`src/rtl/mcsc_pkg.sv`:
```
// ----------------------------------------------------------------------------
// mcsc_pkg: shared types and constants for the scale conditioner
// Register indexes, operation and status codes, controller states and the
// command / status bundles between controller and datapath.
// ----------------------------------------------------------------------------
package mcsc_pkg;

	localparam int CHANNELS  = 24;
	localparam int MAX_BURST = 128;
	localparam int CH_W      = 5;
	localparam int CFG_W     = 24;
	localparam int IDX_W     = 2;

	localparam logic [IDX_W-1:0] REG_PRESENT  = 2'd0;
	localparam logic [IDX_W-1:0] REG_REF_MASS = 2'd1;
	localparam logic [IDX_W-1:0] REG_DEADBAND = 2'd2;
	localparam logic [IDX_W-1:0] REG_MIN_SPAN = 2'd3;

	localparam logic [1:0] OP_MEASURE = 2'd0;
	localparam logic [1:0] OP_ZERO    = 2'd1;
	localparam logic [1:0] OP_SPAN    = 2'd2;
	localparam logic [1:0] OP_RSVD    = 2'd3;

	localparam logic [2:0] ST_WEIGHT   = 3'd0;
	localparam logic [2:0] ST_ABSENT   = 3'd1;
	localparam logic [2:0] ST_TARE     = 3'd2;
	localparam logic [2:0] ST_SPAN     = 3'd3;
	localparam logic [2:0] ST_SPAN_REJ = 3'd4;

	// average divide: 32-bit magnitude by 8-bit count
	localparam int AVG_STEPS = 32;
	// weight divide: 45-bit magnitude by 25-bit span
	localparam int NUM_W     = 45;

	typedef enum logic [2:0] {
		S_COLLECT,
		S_AVG_DIV,
		S_PREP,
		S_MUL,
		S_WDIV,
		S_FINISH,
		S_OUT
	} state_t;

	typedef struct packed {
		logic accum;      // add accepted sample to the burst
		logic start_avg;  // load average divider
		logic avg_step;
		logic prep;       // resolve fallback, read tables
		logic mul;        // form product
		logic wdiv_step;
		logic finish;     // write tables, build result
	} cmd_t;

	typedef struct packed {
		logic avg_done;
		logic wdiv_done;
		logic need_weigh;
		logic drop;       // reserved op: no result
	} sts_t;

endpackage

```
`src/rtl/mcsc_ctrl.sv`:
```
// ----------------------------------------------------------------------------
// mcsc_ctrl: burst sequencer
// Accepts samples, runs the divides at burst end and holds the result beat.
// ----------------------------------------------------------------------------
module mcsc_ctrl (
	input  logic           clk,
	input  logic           arst_n,
	input  logic           in_valid,
	input  logic           last,
	output logic           in_stall,
	output logic           out_valid,
	input  logic           out_stall,
	input  mcsc_pkg::sts_t sts,
	output mcsc_pkg::cmd_t cmd
);
	import mcsc_pkg::*;

	state_t state_q, state_nxt;
	logic   acc;

	assign acc = in_valid && !in_stall;

	always_comb begin
		state_nxt = state_q;
		case (state_q)
			S_COLLECT: if (acc && last) state_nxt = S_AVG_DIV;
			S_AVG_DIV: if (sts.avg_done) state_nxt = S_PREP;
			S_PREP:    begin
				if (sts.drop) state_nxt = S_COLLECT;
				else if (sts.need_weigh) state_nxt = S_MUL;
				else state_nxt = S_FINISH;
			end
			S_MUL:     state_nxt = S_WDIV;
			S_WDIV:    if (sts.wdiv_done) state_nxt = S_FINISH;
			S_FINISH:  state_nxt = S_OUT;
			S_OUT:     if (!out_stall) state_nxt = S_COLLECT;
			default:   state_nxt = S_COLLECT;
		endcase
	end

	always_comb begin
		in_stall      = (state_q != S_COLLECT);
		out_valid     = (state_q == S_OUT);
		cmd           = '0;
		cmd.accum     = acc;
		cmd.start_avg = acc && last;
		case (state_q)
			S_AVG_DIV: cmd.avg_step  = 1'b1;
			S_PREP:    cmd.prep      = 1'b1;
			S_MUL:     cmd.mul       = 1'b1;
			S_WDIV:    cmd.wdiv_step = 1'b1;
			S_FINISH:  cmd.finish    = 1'b1;
			default:   ;
		endcase
	end

	always_ff @(posedge clk or negedge arst_n) begin
		if (!arst_n) state_q <= S_COLLECT;
		else state_q <= state_nxt;
	end

endmodule

```
`config.mk`:
```
export PLATFORM = sky130hd
export DESIGN_NAME = mcsc_ctrl
export DESIGN_NICKNAME = d
export VERILOG_FILES = /design/src/rtl/mcsc_pkg.sv /design/src/rtl/mcsc_ctrl.sv
export SDC_FILE = /design/constraint.sdc
export NUM_CORES = 1
export LEC_CHECK = 0
export BUFFER_PORTS_ARGS = -buffer_cell sky130_fd_sc_hd__buf_2
export CAP_MARGIN = 40
export CORE_AREA = 2 2 39 41
export CTS_CLUSTER_DIAMETER = 120
export DETAILED_ROUTE_END_ITERATION = 8
export DIE_AREA = 0 0 41 43
export PLACE_DENSITY = 0.54
export REMOVE_ABC_BUFFERS = 1
export SLEW_MARGIN = 10
export SYNTH_ARGS = -nofsm -noshare
export SYNTH_HDL_FRONTEND = slang
export SYNTH_SLANG_ARGS = --single-unit
```
`constraint.sdc`:
```
create_clock -name clk -period 1.2 [get_ports clk]
set_input_delay 0.24 -clock clk [delete_from_list [all_inputs] [get_ports clk]]
set_output_delay 0.24 -clock clk [all_outputs]
set_load 0.02 [all_outputs]
```
Yosys cells after proc, flatten, opt, wreduce, memory -nomap -nowiden
Cells that the tools add are included.
{ "classes": {"n_mux": 12, "eq_ne": 10, "reduce_logical": 6} }
{ "op_table": {"columns": ["op", "count"], "rows": [
  ["one-hot mux 3 bit (7 select lines)", 1],
  ["2-to-1 mux 3 bit", 6],
  ["== test 3 bit (second input constant)", 3],
  ["inequality test 2 bit (second input constant)", 4],
  ["== test 3 x 2 -> 1 bit (second input constant)", 2],
  ["2-to-1 mux 1 bit", 5],
  ["AND reduction 4 bit", 1],
  ["== test 3 x 1 -> 1 bit (second input constant)", 1],
  ["zero test 3 bit", 1],
  ["nonzero test 3 bit", 1],
  ["logical AND 1 bit", 2],
  ["zero test 1 bit", 1]
]} }
{ "totals": {"reg_bits": 3, "word_cells": 29} }

Depth between registers and ports, before layout
Gate-level depths: netlist of run 1.
{ "depth": {"ltp_word": 6, "mapped_depth": 4} }

Worst setup path after synthesis of run 1
OpenSTA, ideal clock, no wires.
{ "synth_timing": {"kind": "flip-flop to output port", "start": "register state_q[1]", "end": "output cmd[5] (netlist name)", "required_ns": 0.960, "n_path_buf": 1, "t_arrival_ns": 1.148, "path_slack_ns": -0.188, "path_stages_with_launch": 4, "cell_sequence": "dfrtp_1 buf_6 or3_4 nor2_2"} }
{ "synth_rtl": {"columns": ["element", "line", "text"], "rows": [
  ["from (decl)", "mcsc_ctrl.sv:18", "state_t state_q, state_nxt;"],
  ["from (signal assigned)", "mcsc_ctrl.sv:59", "else state_q <= state_nxt;"],
  ["to (decl)", "mcsc_ctrl.sv:14", "output mcsc_pkg::cmd_t cmd"]
]} }

==> results of run 1 <==
## power by group through the flow
| stage | Clock [mW] | Sequential (mW) | Combinational (mW) |
|---|---|---|---|
| 6_report | 0.179 | 0.178 | 1.32 |
| 5_1_grt | 0.200 | 0.184 | 1.40 |
| 4_1_cts | 0.182 | 0.178 | 1.26 |
| 3_5_place_dp | 0 | 0.174 | 0.783 |
| 3_3_place_gp | 0 | 0.172 | 0.771 |
| 2_1_floorplan | 0 | 0.235 | 0.394 |
## cell families after synthesis
| family | share of synthesized area [%] |
|---|---|
| AOI/OAI and AO/OA | 24.0 |
| buffers and inverters | 13.7 |
| DFF | 29.4 |
| and+or+nand+nor | 32.9 |
## placed cells by master, fill, tap and decap left out, types with 2 or more instances in the layout
cell      instances
buf_4             8
nor2_1            3
nand2_1           2
buf_2             9
nor2_4            5
dfrtp_1           3
buf_6            11
clkbuf_4          3
o22ai_1           2
## final cells by class
type	count	area [sq um]
fillers	134	779
well taps	16	20.0
flip-flops and latches	3	75.1
repair buffers	29	239
clock buffers	4	26.3
inverters	3	18.8
multi-input cells	26	225
## worst paths after layout
kind | endpoint | cells after the start | slack (ns) | start
setup / recovery | cmd[6] | 3 | -0.28 | state_q[0]
hold / removal | state_q[2] | 3 | 0.32 | out_stall
setup reg to reg | state_q[0] | 6 | -0.12 | state_q[2]
hold reg to reg | state_q[2] | 4 | 0.73 | state_q[0]
max in group asynchronous | state_q[0] | 2 | 0.75 | arst_n
min in group asynchronous | state_q[1] | 2 | 0.34 | arst_n
## routing by layer
| metal | global-route usage (%) | part of all wire [%] | vias to the layer above | routed length, microns |
|---|---|---|---|---|
| met5 | 0 | 0 | - | 0 |
| met4 | 8.00 | 1.5 | 0 | 14 |
| met3 | 4.71 | 6.4 | 2 | 60 |
| met2 | 19.4 | 54 | 17 | 503 |
| met1 | 12.6 | 38 | 167 | 353 |
| li1 | - | - | 182 | - |
## timing repair
item	in CTS	in global routing
pin swaps	6	3
hold endpoints to repair	3	0
buffers inserted	4	3
hold buffers	1	0
gates resized for setup	41	3
setup endpoints to repair	10	12
## critical path: cells and delay by family, from the launching register on
kind                   cells  cell delay (ns)
flip-flops                 1             0.37
AND/OR/NAND/NOR            2             0.53
buffers and inverters      1             0.12
## synthesized netlist by cell type
library cell	instances
o21bai_1	1
nor3_1	2
inv_1	3
nor2b_1	1
a31oi_1	2
a21oi_1	1
nand2b_1	1
nand2_1	3
buf_2	1
o22ai_1	2
dfrtp_1	3
nor2_1	7
nor2_2	1
a22oi_1	1
or3_4	1
a211oi_1	1
a31o_2	1
buf_4	1
buf_6	1
and3_1	1
## through the flow
stage | setup slack, ns | hold WS (ns)
after floorplan | -0.234 | -0.0556
after global placement | -0.0356 | 0.0431
after detailed placement | -0.0515 | 0.0443
after CTS | -0.281 | 0.311
after global routing | -0.331 | 0.311
final | -0.279 | 0.316
==> flow_summary.json, run 1 <==
{
  "cpPeakStageDelay_ns": 0.43,
  "synth_area_sq_um": 255,
  "wl_microns": 931,
  "drcViolationCount": 0,
  "crit_slowest_cell": "or3_4",
  "clock-root-buffer": "clkbuf_4",
  "synthDistinctLibCells": 20,
  "yosysTopAreaCell": "dfrtp_1",
  "final_layout_size_suffix_gt1_share_pct": 73.8,
  "wire_per_inst_microns": 11.5,
  "cp_cell_sequence": "or3_4 -> nor2_4 -> buf_6",
  "yosysSeqAreaShare_pct": 29.4,
  "avgSynthCellArea_sq_um": 7.29,
  "cts.sinks": 3,
  "dpl_cell_area_sq_um": 382,
  "p_total_mw": 1.68,
  "worstPathArrival_ns": 1.24,
  "ys_seq_elements": 3,
  "grt_pass1_wl_mm": 1.42,
  "status": "finished with violations",
  "coreArea_sq_mm": 0.00138,
  "cts_buffer_depth": 2,
  "place_hpwl_microns": 621,
  "clkPwrFrac_pct": 10.7,
  "setup_viol": 11,
  "path_class": "register to primary output",
  "design_area_sq_um": 604,
  "htree_num_levels": 1,
  "synthTopCellsByArea": "dfrtp_1 29%, nor2_1 10%, a31oi_1 4.9%, o22ai_1 4.9%, buf_6 4.4%",
  "internal_power_uw": 935,
  "p_per_area_mw_per_mm2": 2770,
  "maxCapViolCount": 0,
  "overflow": 0,
  "grt_pass1_vias": 365,
  "max_freq_mhz": 676,
  "numCtsBuffers": 3,
  "post-route-worst-setup-slack_ns": -0.279,
  "largestRegisters": "state_q: 3 flops",
  "die_area_sq_mm": 0.00176,
  "yosysWarnings": 0,
  "rows": 14,
  "regMostFlops": "state_q",
  "cp-end-kind": "primary output",
  "cellLeakagePower_nw": 0.275,
  "first_pass_iters": 4,
  "fin_crit_ns": 1.48,
  "finalCritPeriodShare_pct": 123,
  "relSlewSlack_pct": 87.7,
  "via_count": 368,
  "cts_tree": "yes",
  "finalNonFillerCells": 81,
  "clk_latency_ns": 0.23,
  "areaGrowthSynthToFinish_pct": 137,
  "track_usage_pct": 12.3,
  "vdd_ir_drop_max_v": 0.000703,
  "netlist.area_leader.share_pct": 29.4,
  "start_util_pct": 18.4,
  "worst_slew_pin_slew_ns": 0.184,
  "hp-class": "input port to register",
  "finalHoldViolCount": 0,
  "nets": 75,
  "netSwitchingPower_uw": 741,
  "die_y_microns": 43,
  "startpoint_type": "register",
  "final_util_pct": 43.7,
  "worst_ep_required_time_ns": 0.96,
  "violations": "setup timing",
  "ant_nets": 0,
  "viasPerCell": 4.54,
  "p_comb_share_pct": 78.7,
  "dpl.cell_count": 71,
  "slew_viol_final": 0,
  "skew_ns": 0.00323,
  "netlist_instances": 35,
  "p_sw_share_pct": 44.2,
  "grt_start_max_net_pins": 6,
  "fp.dieW_microns": 41,
  "ios": 18,
  "drtIter0Drc": 5,
  "io_buffers": 17,
  "place_congestion": 0.823,
  "path_max_fanout": 3,
  "totalNegativeSetupSlack_ns": -2.20,
  "cts.clk_slew.worst_paths_ns": 0.04,
  "seq_power_share_pct": 10.6,
  "rsz0062_at_grt": "true",
  "antenna_cells": 0,
  "antenna_found_initial": 0,
  "largest_reg_flops": 3
}
(Power assumes the default switching activity.)
==> run 2: changes to the inputs <==
--- a/config.mk
+++ b/config.mk
@@ -11,7 +11,7 @@
 export CTS_CLUSTER_DIAMETER = 120
 export DETAILED_ROUTE_END_ITERATION = 8
 export DIE_AREA = 0 0 41 43
-export PLACE_DENSITY = 0.54
+export PLACE_DENSITY = 0.45
 export REMOVE_ABC_BUFFERS = 1
 export SLEW_MARGIN = 10
 export SYNTH_ARGS = -nofsm -noshare
==> run 2 against run 1 <==
The flow still finishes with violations (setup timing). Via count shrank 3.8%. Combinational power shrank 8%. Sequential power about the same. Clock skew is 0.0026 ns lower. Worst setup slack improved by 0.0055 ns. Core utilization fell by 1.8 points. Design area shrank 4.1%. Flip-flop and latch count stayed put. Largest power group unchanged. Die area unchanged.
==> flow_summary.json, run 2 (synthesized netlist as in run 1, its figures left out) <==
{
  "ff2ff_setup_slack_ns": 0.02,
  "status": "finished with violations",
  "p_per_area_mw_per_mm2": 2730,
  "ios": 18,
  "rsz0062_at_grt": "true",
  "rows": 14,
  "cts_tree": "yes",
  "first_pass_iters": 4,
  "cts.sinks": 3,
  "post-route-worst-setup-slack_ns": -0.274,
  "grt_start_max_net_pins": 10,
  "cts_buffer_depth": 2,
  "worstPathArrival_ns": 1.23,
  "layout_common_cells": "10 x buf_4, 9 x buf_2, 9 x buf_6",
  "track_usage_pct": 11.0,
  "hold_path_end": "state_q[2]",
  "place_hpwl_microns": 569,
  "largestRegisters": "state_q: 3 flops",
  "slew_viol_final": 0,
  "maxCapViolCount": 0,
  "finalHoldViolCount": 0,
  "startpoint_type": "register",
  "wl_microns": 821,
  "drtIter0Drc": 1,
  "antenna_found_initial": 0,
  "multi_input_area_sq_um": 208,
  "hp-class": "input port to register",
  "die_y_microns": 43,
  "final_layout_size_suffix_gt1_share_pct": 69.2,
  "via_count": 354,
  "io_buffers": 17,
  "p_total_mw": 1.58,
  "overflow": 0,
  "whs_path_depth": 3,
  "viasPerCell": 4.37,
  "max_freq_mhz": 678,
  "hp-start": "out_stall",
  "grt_pass1_vias": 328,
  "fin_crit_ns": 1.47,
  "final_common_cell": "buf_4",
  "finalCritPeriodShare_pct": 123,
  "fill_cells": 148,
  "setup_viol": 9,
  "worst_slew_pin_slew_ns": 0.178,
  "path_max_fanout": 3,
  "cp-end-kind": "primary output",
  "htree_num_levels": 1,
  "clock-root-buffer": "clkbuf_4",
  "cts.clk_slew.worst_paths_ns": 0.04,
  "ff2ff_path_depth": 5,
  "antenna_cells": 0,
  "cellLeakagePower_nw": 0.273,
  "drcViolationCount": 0,
  "whs_ns": 0.300,
  "coreArea_sq_mm": 0.00138,
  "grt_pass1_wl_mm": 1.28,
  "start_util_pct": 18.4,
  "reg2reg_to": "state_q[0]",
  "die_area_sq_mm": 0.00176,
  "relSlewSlack_pct": 88.1,
  "place_congestion": 0.794,
  "regMostFlops": "state_q",
  "regArea_sq_um": 75.1,
  "clk_latency_ns": 0.23,
  "fp.dieW_microns": 41,
  "wire_per_inst_microns": 10.1,
  "r2r-start": "state_q[2]",
  "nets": 75,
  "areaGrowthSynthToFinish_pct": 127,
  "skew_ns": 0.000653,
  "worst_ep_required_time_ns": 0.96,
  "path_class": "register to primary output",
  "vdd_ir_drop_max_v": 0.000836,
  "largest_reg_flops": 3,
  "numCtsBuffers": 3,
  "violations": "setup timing",
  "ant_nets": 0
}
run 2: cell counts in the layout (fill, tap and decap cells not counted):
No cell type changed its count.
run 2: worst max-delay path by stage:
stage	from	end	slack (ns)	depth (start not counted)
floorplan	state_q[1]	cmd[6]	-0.23	2
global placement	state_q[1]	cmd[5]	-0.04	3
detailed placement	state_q[1]	cmd[5]	-0.06	3
CTS	state_q[0]	cmd[6]	-0.29	3
global route	state_q[1]	cmd[6]	-0.33	3
finish	state_q[1]	cmd[6]	-0.27	3
run 2: metrics by stage:
stage / area, sq um / std cells / TNS (ns) / worst slack [ns] / utilization (%)
floorplan: 231 / 32 / -0.529 / -0.234 / -
global placement: 397 / 73 / -0.0695 / -0.0369 / 28.7
detailed placement: 397 / 73 / -0.113 / -0.0615 / 28.7
CTS: 542 / 82 / -2.04 / -0.294 / 39.2
global route: 579 / 81 / -2.16 / -0.328 / 41.9
finish: 579 / 81 / -1.74 / -0.274 / 41.9
run 2: what timing repair did:
| action | in CTS | in global routing |
|---|---|---|
| endpoints found under the setup margin | 10 | 11 |
| gates resized for setup | 24 | 13 |
| buffers inserted | 4 | 0 |
| gates cloned | 0 | 0 |
| hold buffers | 1 | 0 |
| endpoints found under the hold margin | 3 | 0 |
| pin swaps | 6 | 4 |
run 2: metal layers:
metal	vias to the layer above	wire length (microns)	track usage [%]
li1	180	-	-
met2	11	455	16.6
met5	-	0	0
met1	163	330	12.3
met3	0	36	3.14
met4	0	0	8.00
run 2: critical path: stages (launching register included):
cell	delay [ns]
dfrtp_1	0.37
or3_4	0.42
nor2_4	0.10
buf_6	0.12
run 2: where the power goes:
| part | internal (mW) | switching (mW) |
|---|---|---|
| registers | 0.150 | 0.0302 |
| clock network | 0.125 | 0.0516 |
| logic | 0.621 | 0.602 |
| total | 0.896 | 0.684 |
run 2: layout make-up:
| type | count | area share [%] |
|---|---|---|
| Clock buffer | 4 | 4.54 |
| Inverter | 3 | 3.24 |
| Sequential cell | 3 | 13.0 |
| Tap cell | 16 | 3.46 |
| Multi-Input combinational cell | 26 | 35.9 |
| Timing Repair Buffer | 29 | 40.0 |
